--- src/hdl/acsd_pkg.sv ---
// shared types, character constants and helpers for the alignment column snp detector
`timescale 1ns / 1ps
`default_nettype none

package acsd_pkg;

    localparam logic [7:0] CHAR_GAP   = 8'h2D;  // '-'
    localparam logic [7:0] CHAR_N_UP  = 8'h4E;  // 'N'
    localparam logic [7:0] CHAR_N_LOW = 8'h6E;  // 'n'
    localparam logic [7:0] CHAR_NUL   = 8'h00;
    localparam logic [7:0] CHAR_LF    = 8'h0A;

    typedef struct packed {
        logic [7:0] ref_char;
        logic       ref_searching;
        logic       verdict_fixed;
        logic       snp_seen;
        logic       mid_column;
    } col_state_t;

    typedef struct packed {
        logic       has_snp;
        logic [7:0] resolved_reference;
    } col_result_t;

    function automatic logic is_terminator(input logic [7:0] c);
        is_terminator = (c == CHAR_NUL) || (c == CHAR_LF);
    endfunction

    function automatic logic is_gap_or_n(input logic [7:0] c);
        is_gap_or_n = (c == CHAR_GAP) || (c == CHAR_N_UP) || (c == CHAR_N_LOW);
    endfunction

endpackage

`default_nettype wire

--- src/hdl/acsd_col_update.sv ---
// per-sample update of the column state: reference resolution and snp verdict
`timescale 1ns / 1ps
`default_nettype none

module acsd_col_update
(
    input  wire acsd_pkg::col_state_t  cur,
    input  wire logic [7:0]            base,
    input  wire logic                  is_internal,
    input  wire logic [7:0]            column_ref,
    output acsd_pkg::col_state_t       nxt,
    output acsd_pkg::col_result_t      res
);

    logic       first;
    logic [7:0] ref0;
    logic       search0;
    logic       fixed0;
    logic       snp0;
    logic       term;
    logic       real_base;
    logic [7:0] ref1;
    logic       fixed1;
    logic       snp1;

    always_comb
    begin
        first     = !cur.mid_column;
        // reference is sampled only from the first item of a column
        ref0      = first ? column_ref : cur.ref_char;
        search0   = first ? acsd_pkg::is_gap_or_n(column_ref) : cur.ref_searching;
        fixed0    = first ? 1'b0 : cur.verdict_fixed;
        snp0      = first ? 1'b0 : cur.snp_seen;

        term      = acsd_pkg::is_terminator(base);
        real_base = !term && !acsd_pkg::is_gap_or_n(base);

        ref1      = (search0 && real_base) ? base : ref0;

        fixed1    = fixed0;
        snp1      = snp0;
        if (!fixed0 && !is_internal)
        begin
            if (term)
            begin
                fixed1 = 1'b1;
            end
            else if (real_base && (base != ref1))
            begin
                snp1   = 1'b1;
                fixed1 = 1'b1;
            end
        end

        nxt.ref_char      = ref1;
        nxt.ref_searching = search0 && !term && !real_base;
        nxt.verdict_fixed = fixed1;
        nxt.snp_seen      = snp1;
        nxt.mid_column    = 1'b1;

        res.has_snp            = snp1;
        res.resolved_reference = ref1;
    end

endmodule

`default_nettype wire

--- src/hdl/alignment_column_snp_detector_core.sv ---
// alignment column snp detector top level: column state, result register and handshakes
//
//  channel | dir | tdata                                   | tuser          | tlast
//  s_*     | in  | [7:0] base, [15:8] column_ref            | [0] is_internal | last_in_column
//  m_*     | out | [7:0] resolved_reference                | [0] has_snp     | -
//
// one sample per cycle while s_tready is high; column state updates on each accepted request
// a result appears in the cycle after the last sample of a column is taken
// the result register frees in the same cycle it is taken, so columns stream with no gap
// s_tready drops only while a result waits and m_tready is low
// reset clears the column state and the output valid
`timescale 1ns / 1ps
`default_nettype none

module alignment_column_snp_detector_core
(
    input  wire logic        clk,
    input  wire logic        rst_n,
    input  wire logic        s_tvalid,
    output logic             s_tready,
    input  wire logic [15:0] s_tdata,   // [7:0] base, [15:8] column_ref
    input  wire logic [0:0]  s_tuser,   // [0] is_internal
    input  wire logic        s_tlast,   // last_in_column
    output logic             m_tvalid,
    input  wire logic        m_tready,
    output logic [7:0]       m_tdata,   // [7:0] resolved_reference
    output logic [0:0]       m_tuser    // [0] has_snp
);

    localparam acsd_pkg::col_state_t COL_RESET = '{
        ref_char:      8'h00,
        ref_searching: 1'b1,
        verdict_fixed: 1'b0,
        snp_seen:      1'b0,
        mid_column:    1'b0
    };

    acsd_pkg::col_state_t  col_reg;
    acsd_pkg::col_state_t  col_next;
    acsd_pkg::col_state_t  col_upd;
    acsd_pkg::col_result_t col_res;
    acsd_pkg::col_result_t res_reg;
    logic                  out_valid_reg;
    logic                  in_accept;

    acsd_col_update u_update
    (
        .cur         (col_reg),
        .base        (s_tdata[7:0]),
        .is_internal (s_tuser[0]),
        .column_ref  (s_tdata[15:8]),
        .nxt         (col_upd),
        .res         (col_res)
    );

    assign s_tready  = !out_valid_reg || m_tready;
    assign in_accept = s_tvalid && s_tready;

    always_comb
    begin
        col_next = col_reg;
        if (in_accept)
        begin
            // a closed column returns to the start state
            col_next = s_tlast ? COL_RESET : col_upd;
        end
    end

    always_ff @(posedge clk or negedge rst_n)
    begin
        if (!rst_n)
        begin
            col_reg       <= COL_RESET;
            out_valid_reg <= 1'b0;
        end
        else
        begin
            col_reg <= col_next;
            if (in_accept && s_tlast)
            begin
                out_valid_reg <= 1'b1;
            end
            else if (m_tready)
            begin
                out_valid_reg <= 1'b0;
            end
        end
    end

    always_ff @(posedge clk or negedge rst_n)
    begin
        if (!rst_n)
        begin
            res_reg <= '0;
        end
        else if (in_accept && s_tlast)
        begin
            res_reg <= col_res;
        end
    end

    assign m_tvalid = out_valid_reg;
    assign m_tdata  = res_reg.resolved_reference;
    assign m_tuser  = res_reg.has_snp;

endmodule

`default_nettype wire

--- config.mk ---
export PLATFORM = sky130hd
export DESIGN_NAME = alignment_column_snp_detector_core
export DESIGN_NICKNAME = d
export VERILOG_FILES = /design/src/hdl/acsd_pkg.sv /design/src/hdl/acsd_col_update.sv /design/src/hdl/alignment_column_snp_detector_core.sv
export SDC_FILE = /design/constraint.sdc
export NUM_CORES = 1
export LEC_CHECK = 0
export BUFFER_PORTS_ARGS = -buffer_cell sky130_fd_sc_hd__buf_2
export CAP_MARGIN = 0
export CELL_PAD_IN_SITES_DETAIL_PLACEMENT = 1
export CELL_PAD_IN_SITES_GLOBAL_PLACEMENT = 1
export CORE_ASPECT_RATIO = 1.25
export CORE_MARGIN = 8
export CORE_UTILIZATION = 30
export CTS_BUF_LIST = sky130_fd_sc_hd__clkbuf_16
export CTS_CLUSTER_SIZE = 16
export DETAILED_ROUTE_END_ITERATION = 16
export HOLD_SLACK_MARGIN = 0.1
export PLACE_DENSITY = 0.7
export SYNTH_ARGS = -nofsm -noshare
export SYNTH_HDL_FRONTEND = slang
export SYNTH_SLANG_ARGS = --single-unit
--- constraint.sdc ---
create_clock -name clk -period 1.5 [get_ports clk]
set_input_delay 0.225 -clock clk [delete_from_list [all_inputs] [get_ports clk]]
set_output_delay 0.225 -clock clk [all_outputs]
set_load 0.02 [all_outputs]
==> After elaboration in Yosys (flattened, before gate mapping) <==
Index checks and enable logic that the tools add are counted.
{ "word_totals": {"out_inout_bits": 11, "ff_bits": 22} }
{ "classes": {"mux": 14, "eq_ne": 8, "reduce_logical": 22} }
{ "op_table": {"columns": ["op", "count"], "rows": [
  ["$eq A8 B7 Y1 const B", 4],
  ["$eq A8 B6 Y1 const B", 2],
  ["$mux W8", 2],
  ["$mux W12", 1],
  ["$mux W1", 11],
  ["$eq A8 B4 Y1 const B", 1],
  ["$logic_and A1 B1 Y1", 8],
  ["$logic_not A8 Y1", 1],
  ["$ne A8 B8 Y1", 1],
  ["$logic_not A1 Y1", 6],
  ["$logic_or A1 B1 Y1", 6],
  ["$reduce_bool A2 Y1", 1]
]} }

==> Longest topological paths before layout <==
Gate-level depths: netlist of the first run.
{ "depth": {"ltp_word": 13, "ltp_mapped": 7, "mapped_depth_nobuf": 5} }

==> Hierarchy <==
Synthesis of the first run repeated with hierarchy kept, for this count alone.
{ "unflattened": {"hier_cells": 127, "area_unflattened_um2": 1495.2} }
{ "modules_own_cells": {"columns": ["mod", "cells_each", "instances", "area_each_um2"], "rows": [
  ["alignment_column_snp_detector_core", 64, 1, 960.9],
  ["acsd_col_update", 63, 1, 534.3]
]} }

==> Least setup slack after synthesis of the first run <==
OpenSTA, ideal clock, no wires.
{ "synth_timing": {"path_type": "reg-to-reg", "from": "register col_reg[0] (netlist name)", "to": "register col_reg[2] (netlist name)", "setup_time_ns": 0.139, "t_arrival_ns": 1.489, "slack_ns": -0.129, "stages_incl_launch_ff": 8, "path_buffers": 2, "path_cell_list": "dfrtp_1 > buf_2 > buf_4 > mux2i_1 > xnor2_1 > nand4_1 > o211ai_1 > o221ai_1"} }
{ "synth_via": {"elab_chain_cells": 9, "word_cells_on_any_way": 13, "classes_between": "eq/ne (1); mux (8); reduce/logical (4)"} }
{ "synth_lines": {"columns": ["item", "line_no", "source"], "rows": [
  ["start, declared", "alignment_column_snp_detector_core.sv:38", "acsd_pkg::col_state_t col_reg;"],
  ["start signal, assigned", "alignment_column_snp_detector_core.sv:78", "col_reg <= col_next;"],
  ["$mux W1", "acsd_col_update.sv:31", "search0 = first ? acsd_pkg::is_gap_or_n(column_ref) : cur.ref_searching;"],
  ["$logic_and A1 B1 Y1", "acsd_col_update.sv:38", "ref1 = (search0 && real_base) ? base : ref0;"],
  ["$mux W8", "acsd_col_update.sv:38", null],
  ["$ne A8 B8 Y1", "acsd_col_update.sv:48", "else if (real_base && (base != ref1))"],
  ["$logic_and A1 B1 Y1", "acsd_col_update.sv:48", null],
  ["$mux W1", "acsd_col_update.sv:48", null],
  ["$mux W1", "acsd_col_update.sv:44", "if (term)"],
  ["$mux W1 *", "acsd_col_update.sv:42", "if (!fixed0 && !is_internal)"],
  ["$mux W12 *", "alignment_column_snp_detector_core.sv:65", "col_next = s_tlast ? COL_RESET : col_upd;"]
]} }
Every way passes the cells marked *; elsewhere a longest branch is shown, timed or not.
A chain may end at the register's enable or synchronous reset.

==> Final worst setup path of the first run <==
Ends and elaborated chain as after synthesis.

==> Flow_metrics.wiki, run 1 <==
{| class="wikitable"
! Metric !! Value
|-
| Result of the run || finished with violations
|-
| Violations in the final reports || negative setup slack
|-
| Final hold violation count || 0
|-
| Clk_lat worst skew || 0.26 ns
|-
| Setup WS post-layout || -0.334 ns
|-
| Startpoint types || flop
|-
| Maximum clock path buffer count || 2
|-
| CP delay by family, top || compound AO/OA/AOI/OAI gates
|-
| Top layer used by detailed routing || met4
|-
| Placed Cells incl. Taps || 240
|-
| F_max || 545 MHz
|-
| Antenna violations before repair || 0
|-
| Total power per unit cell area || 1150 mW/mm²
|-
| Biggest cell delay along the critical path || 0.37 ns
|-
| Proportion of register bits with asynchronous set or reset after synthesis || 100%
|-
| Global route total overflow || 0
|-
| Clock period minus worst slack || 1.83 ns
|-
| Worst hold slack || 0.257 ns
|-
| Relative slew slack || 65.9%
|-
| Worst endpoint data arrival time || 1.95 ns
|-
| Routed wire per std cell || 18.4 µm
|-
| Unrepaired setup endpoints after global routing || yes
|-
| CP Data Required Time || 1.62 ns
|-
| Commonest non-fill, non-tap cell in the layout || sky130_fd_sc_hd__buf_2
|-
| Clock tree from TritonCTS || built
|-
| Total via count in the routed design || 1227
|-
| Kind of critical path || reg2reg
|-
| Synthesized instance count || 130
|-
| Warning count from the yosys run || 0
|-
| Proportion of synthesized chip area in sequential cells || 42.2%
|-
| Total of fill cells in the finished design || 496
|-
| Post-synth top area share || 40.2%
|-
| Antenna viol nets, final || 0
|-
| Leakage Power || 0.914 nW
|-
| Leading cell types in the layout, fill and taps excluded || 32 x sky130_fd_sc_hd__buf_2, 21 x sky130_fd_sc_hd__dfrtp_1, 21 x sky130_fd_sc_hd__buf_4
|-
| Dominant synthesized flop cell || sky130_fd_sc_hd__dfrtp_1
|-
| Gp weighted congestion || 0.864
|-
| Wire length after detailed routing || 4520 µm
|-
| Sum of routed wire segments on met1 || 1750 µm
|-
| Total met3 wirelength after detailed routing || 287 µm
|-
| Starting DRC count in detailed routing || 46
|-
| Library cell contributing the largest single delay on the critical path || sky130_fd_sc_hd__dfrtp_1
|-
| Largest net degree at the start of global routing || 23
|-
| Overall routing resource usage || 13.7%
|-
| Number of diodes added for antenna fixing || 0
|-
| Chain of cells forming the critical path || buf_6, mux2i_2, xnor2_1, nand4_1, o211ai_1, o221ai_1
|-
| Type of element capturing the critical path || flop
|-
| Level count of the clock H-tree || 1
|-
| Number of global-route vias before repair || 1424
|-
| Setup skew after layout || 0.00164 ns
|-
| Clock root cell || sky130_fd_sc_hd__clkbuf_16
|-
| Dpl hpwl || 3430 µm
|-
| Die height || 89.8 µm
|-
| Total negative setup slack || -3.93 ns
|-
| Clk sink count || 22
|-
| Die Span X || 75.0 µm
|-
| IR Drop Worst-Case VDD || 0.533 mV
|-
| Max FFs per register || 12
|-
| Net count reported at finish || 210
|-
| Total area of sequential cells || 552 µm²
|-
| Kind of path behind the tightest hold check || in2reg
|-
| Routed length on met2 || 2330 µm
|-
| Mean post-synth cell area || 10.0 µm²
|-
| Leading post-synthesis cells by cell area || sky130_fd_sc_hd__dfrtp_1 40%, sky130_fd_sc_hd__mux2i_1 9.2%, sky130_fd_sc_hd__nand2_1 4.6%
|-
| Final Non-Filler Cells || 245
|-
| Wire length of the first global-routing pass || 7240 µm
|-
| Post-synthesis cell type with the largest combined area || sky130_fd_sc_hd__dfrtp_1
|-
| Number of buffers inserted by port buffering || 32
|-
| Post-synth EDFFs || 0
|-
| Number of search-and-repair iterations in the first detailed-routing pass || 4
|-
| Drc violations || 0
|-
| Top-level I/O count || 33
|-
| Minimum setup slack among reg-to-reg paths || -0.33 ns
|-
| Max-capacitance violation count || 0
|-
| Routed vias/inst || 5.01
|-
| Clock-pin slew on the worst setup and hold paths || 0.06 ns
|-
| Relative area change from synthesis to final layout || 45.5%
|-
| Die Area || 0.00673 mm²
|-
| Initial standard-cell utilization of the core || 30.4%
|-
| Layout cell share with drive strength beyond 1 || 48.1%
|-
| Setup WS pre-CTS || -0.252 ns
|-
| Cts bufs inserted || 3
|-
| Tcrit/Tclk final || 122%
|-
| Count of endpoints failing setup in the final report || 19
|-
| Final core utilization || 44.3%
|-
| Area of the mapped netlist || 0.00131 mm²
|-
| Number of nets in the synthesized netlist || 152
|-
| Number of placement rows || 27
|-
| Area of the core || 0.00429 mm²
|-
| Worst Max-Slew Pin Slew || 0.511 ns
|-
| Post-synthesis register bit count || 22
|-
| Area occupied by multi-input gates || 810 µm²
|-
| Largest fanout on the critical path || 6
|-
| Max Transition Viols Final || 0
|-
| Number of buffers and inverters on the critical path || 1
|-
| Synth cell types || 39
|}
synth_stat cells (all sizes together), types with 4 or more instances:
master and instances:
dfrtp 21, nand2 16, o21ai 14, mux2i 12, inv 7, a21oi 5, nor2 5, xnor2 5
a22o 4, mux2 4, xor2 4
what timing repair did:
action | in CTS | in global routing
endpoints found under the setup margin | 19 | 20
setup buffers | 0 | 0
hold buffers | 1 | 0
endpoints found under the hold margin | 21 | 0
pin swaps | 4 | 7
gates resized for setup | 13 | 13
per-layer routing:
metal	vias to the layer above	GRT usage (%)
met5	-	0
met3	12	3.33
met2	39	24.0
li1	583	-
met1	593	14.9
met4	0	5.25
where the power goes:
part           internal, mW  switching (mW)
combinational         0.382           0.432
sequential            0.714          0.0758
clock                 0.357           0.232
total                  1.45           0.740
path summary, 6_finish.rpt:
check / from / endpoint / depth (start not counted)
worst max-delay path: col_reg[0] / col_reg[2] / 6
worst min-delay path: m_tready / m_tvalid / 3
worst max register to register: col_reg[0] / col_reg[2] / 6
min in group asynchronous: rst_n / col_reg[7] / 2
max in group asynchronous: rst_n / col_reg[3] / 2
worst min register to register: m_tdata[3] / m_tdata[3] / 2
metrics by stage:
stage | total power [mW] | instance area [µm²]
floorplan | 1.21 | 1330
global placement | 1.47 | 1710
detailed placement | 1.50 | 1710
CTS | 2.13 | 1840
global route | 2.30 | 1900
finish | 2.19 | 1900
cell families (layout without fill, tap and decap cells):
group,Yosys count,after routing,share of synthesized area (%)
AND/OR/NAND/NOR,39,39,16.3
AO/OA/AOI/OAI,33,33,18.7
flip-flops,22,22,42.2
multiplexers,16,16,13.2
buffers and inverters,11,68,3.54
XOR/XNOR,9,9,6.03
cell type report:
type / instances / area share, %
multi-input combinational: 97 / 42.6
sequential: 22 / 29.0
inverter: 7 / 1.38
timing repair buffer: 57 / 19.0
clock inverter: 1 / 0.197
tap: 58 / 3.82
clock buffer: 3 / 3.95
tightest hold or removal path: stages:
cell                       delay [ns]
sky130_fd_sc_hd__buf_2           0.07
sky130_fd_sc_hd__nand2b_2        0.12
sky130_fd_sc_hd__nand2_1         0.05
(Power assumes the default switching activity.)
==> run 2: changes to the inputs <==
--- a/config.mk
+++ b/config.mk
@@ -11,12 +11,12 @@
 export CELL_PAD_IN_SITES_GLOBAL_PLACEMENT = 1
 export CORE_ASPECT_RATIO = 1.25
 export CORE_MARGIN = 8
-export CORE_UTILIZATION = 30
+export CORE_UTILIZATION = 36
 export CTS_BUF_LIST = sky130_fd_sc_hd__clkbuf_16
 export CTS_CLUSTER_SIZE = 16
 export DETAILED_ROUTE_END_ITERATION = 16
 export HOLD_SLACK_MARGIN = 0.1
-export PLACE_DENSITY = 0.7
+export PLACE_DENSITY = 0.81
 export SYNTH_ARGS = -nofsm -noshare
 export SYNTH_HDL_FRONTEND = slang
 export SYNTH_SLANG_ARGS = --single-unit
==> Flow_metrics.wiki, run 2 (synthesized netlist as in run 1, its figures left out) <==
{| class="wikitable"
! Metric !! Value
|-
| Kind of path behind the tightest hold check || in2reg
|-
| Number of diodes added for antenna fixing || 0 (unchanged)
|-
| Wire length of the first global-routing pass || 6770 µm (-6.5%)
|-
| Worst endpoint data arrival time || 1.92 ns (-0.03 ns)
|-
| Maximum clock path buffer count || 2 (unchanged)
|-
| Initial standard-cell utilization of the core || 37.5% (+7.1 points)
|-
| Setup skew after layout || 0.00214 ns (+0.000507 ns)
|-
| IR Drop Worst-Case VDD || 0.708 mV (+33%)
|-
| Top-level I/O count || 33 (unchanged)
|-
| Library cell contributing the largest single delay on the critical path || sky130_fd_sc_hd__dfrtp_1
|-
| Leakage Power || 0.902 nW (-1.4%)
|-
| Leading cell types in the layout, fill and taps excluded || 32 x sky130_fd_sc_hd__buf_2, 21 x sky130_fd_sc_hd__dfrtp_1, 16 x sky130_fd_sc_hd__nand2_1, 16 x sky130_fd_sc_hd__buf_4, 9 x sky130_fd_sc_hd__o21ai_1
|-
| Die height || 83.3 µm (-7.2%)
|-
| Count of endpoints failing setup in the final report || 19 (unchanged)
|-
| Type of element capturing the critical path || flop
|-
| Layout cell share with drive strength beyond 1 || 43.1% (-5.0 points)
|-
| Number of buffers inserted by port buffering || 32 (unchanged)
|-
| Result of the run || finished with violations
|-
| Net count reported at finish || 204 (-2.9%)
|-
| Cts bufs inserted || 3 (unchanged)
|-
| Total negative setup slack || -3.95 ns (-0.0149 ns)
|-
| Setup WS post-layout || -0.276 ns (+0.0575 ns)
|-
| Clock period minus worst slack || 1.78 ns (-0.0575 ns)
|-
| Antenna viol nets, final || 0 (unchanged)
|-
| Reg2Reg Capture Point || m_tdata[1]
|-
| Startpoint types || flop
|-
| Dpl hpwl || 3160 µm (-7.7%)
|-
| Switching Fraction || 31.1% (-2.7 points)
|-
| Largest net degree at the start of global routing || 23 (unchanged)
|-
| Tcrit/Tclk final || 118% (-3.8 points)
|-
| Minimum setup slack among reg-to-reg paths || -0.28 ns (+0.06 ns)
|-
| Clock tree from TritonCTS || built
|-
| Switch Pwr || 0.707 mW (-4.5%)
|-
| Number of global-route vias before repair || 1408 (-1.1%)
|-
| Global route total overflow || 0 (unchanged)
|-
| Clock root cell || sky130_fd_sc_hd__clkbuf_16
|-
| Final hold violation count || 0 (unchanged)
|-
| Routed wire per std cell || 18.6 µm (+0.74%)
|-
| Relative area change from synthesis to final layout || 37.7%
|-
| Number of placement rows || 24 (-11%)
|-
| Clk sink count || 22 (unchanged)
|-
| Max-capacitance violation count || 0 (unchanged)
|-
| Internal power component || 1.57 mW (+8.0%)
|-
| Overall routing resource usage || 14.2% (+0.45 points)
|-
| Number of cell instances on the worst register-to-register path || 6 (unchanged)
|-
| Area of the core || 0.00348 mm² (-19%)
|-
| End point of the worst hold path || m_tvalid
|-
| Share of power burned in combinational logic || 31.8% (-5.3 points)
|-
| Worst Max-Slew Pin Slew || 0.509 ns (-0.00221 ns)
|-
| Hold Path Stages || 3 (unchanged)
|-
| Violations in the final reports || negative setup slack
|-
| Total via count in the routed design || 1190 (-3.0%)
|-
| Max FFs per register || 12 (unchanged)
|-
| Number of buffers and inverters on the critical path || 1 (unchanged)
|-
| Placed Cells incl. Taps || 212 (-12%)
|-
| Final Non-Filler Cells || 220 (-10%)
|-
| Die Span X || 69.9 µm (-6.9%)
|-
| Unrepaired setup endpoints after global routing || yes
|-
| Clock group share of total power || 33.5% (+6.7 points)
|-
| Kind of critical path || reg2reg
|-
| Largest fanout on the critical path || 8 (+2)
|-
| Number of search-and-repair iterations in the first detailed-routing pass || 4 (unchanged)
|-
| Clock-pin slew on the worst setup and hold paths || 0.06 ns (about the same)
|-
| Gp weighted congestion || 0.914 (+5.8%)
|-
| Launch instance of the worst register-to-register path || col_reg[0]
|-
| Level count of the clock H-tree || 1 (unchanged)
|-
| Relative slew slack || 66.1% (+0.15 points)
|-
| Routed vias/inst || 5.41 (+8.0%)
|-
| Drc violations || 0 (unchanged)
|-
| CP Data Required Time || 1.65 ns (+0.03 ns)
|-
| Clk_lat worst skew || 0.26 ns (about the same)
|-
| Total power per unit cell area || 1260 mW/mm² (+9.6%)
|-
| Die Area || 0.00582 mm² (-14%)
|-
| Starting DRC count in detailed routing || 17 (-63%)
|-
| Chain of cells forming the critical path || buf_6, nor4b_4, o211a_4, o211ai_4, mux2i_1, mux2_2
|-
| Portion of total power attributed to sequential cells || 34.7% (-1.3 points)
|-
| Antenna violations before repair || 0 (unchanged)
|-
| Worst hold start || m_tready
|-
| Biggest cell delay along the critical path || 0.40 ns (+0.03 ns)
|-
| Commonest non-fill, non-tap cell in the layout || sky130_fd_sc_hd__buf_2
|-
| Max Transition Viols Final || 0 (unchanged)
|-
| CP delay by family, top || multiplexers
|-
| Wire length after detailed routing || 4090 µm (-9.5%)
|-
| F_max || 563 MHz (+3.2%)
|}
==> run 2: cell types whose count changed in the layout (fill, tap and decap cells not counted), moves of 2 or more <==
cell	delta
sky130_fd_sc_hd__buf_4	-5
sky130_fd_sc_hd__mux2i_1	+6
sky130_fd_sc_hd__o21ai_0	-2
sky130_fd_sc_hd__mux2i_2	-5
sky130_fd_sc_hd__a22o_2	+2
sky130_fd_sc_hd__a22o_4	-2
sky130_fd_sc_hd__o21ai_1	+3
==> run 2: worst reg2reg max path: stages (launching register included) <==
cell and delay [ns]:
sky130_fd_sc_hd__dfrtp_1 0.40, sky130_fd_sc_hd__buf_6 0.15, sky130_fd_sc_hd__nor4b_4 0.24, sky130_fd_sc_hd__o211a_4 0.22, sky130_fd_sc_hd__o211ai_4 0.16, sky130_fd_sc_hd__mux2i_1 0.19, sky130_fd_sc_hd__mux2_2 0.29
==> run 2: stage by stage <==
stage / cell area, µm² / utilization (%) / power (mW) / worst slack, ns / hold WS (ns)
after floorplan: 1330 / - / 1.21 / -0.0809 / -0.0706
after global placement: 1620 / 46.6 / 1.43 / -0.228 / 0.221
after detailed placement: 1620 / 46.6 / 1.46 / -0.286 / 0.234
after CTS: 1800 / 51.7 / 2.29 / -0.287 / 0.246
after global routing: 1800 / 51.7 / 2.38 / -0.338 / 0.270
final: 1800 / 51.7 / 2.28 / -0.276 / 0.243
==> run 2: worst max path at each step <==
stage	start	to	cells past startpoint
after floorplan	col_reg[0]	m_tdata[0]	6
after global placement	col_reg[0]	m_tdata[0]	6
after detailed placement	col_reg[0]	m_tdata[1]	6
after CTS	col_reg[0]	m_tdata[1]	6
after global routing	col_reg[0]	m_tdata[0]	6
final	col_reg[0]	m_tdata[1]	6
==> run 2: what timing repair did <==
item | 4_1_cts | 5_1_grt
endpoints found under the setup margin | 19 | 20
hold endpoints to repair | 21 | 0
gates resized for setup | 15 | 0
hold buffers | 1 | 0
gates cloned | 0 | 0
pin swaps | 4 | 0
buffers inserted | 3 | 0
==> run 2: area by class of cell <==
type | count | area [µm²]
Clock buffer | 3 | 75.1
Clock inverter | 1 | 30.0
Fill cell | 393 | 1680
Inverter | 7 | 26.3
Multi-Input combinational cell | 97 | 754
Sequential cell | 22 | 552
Tap cell | 39 | 48.8
Timing Repair Buffer | 51 | 313
==> run 2: routing by layer <==
metal / GRT usage [%] / routed length, µm
met5: 0 / 0
met4: 5.13 / 66
met3: 2.98 / 136
met2: 27.1 / 2290
met1: 14.3 / 1590
==> run 2: power by group through the flow <==
| stage | clock [mW] | sequential, mW | combinational, mW |
|---|---|---|---|
| final | 0.762 | 0.789 | 0.724 |
| after global routing | 0.788 | 0.803 | 0.786 |
| after CTS | 0.765 | 0.791 | 0.734 |
| after detailed placement | 0 | 0.795 | 0.667 |
| after global placement | 0 | 0.785 | 0.641 |
| after floorplan | 0 | 0.862 | 0.350 |
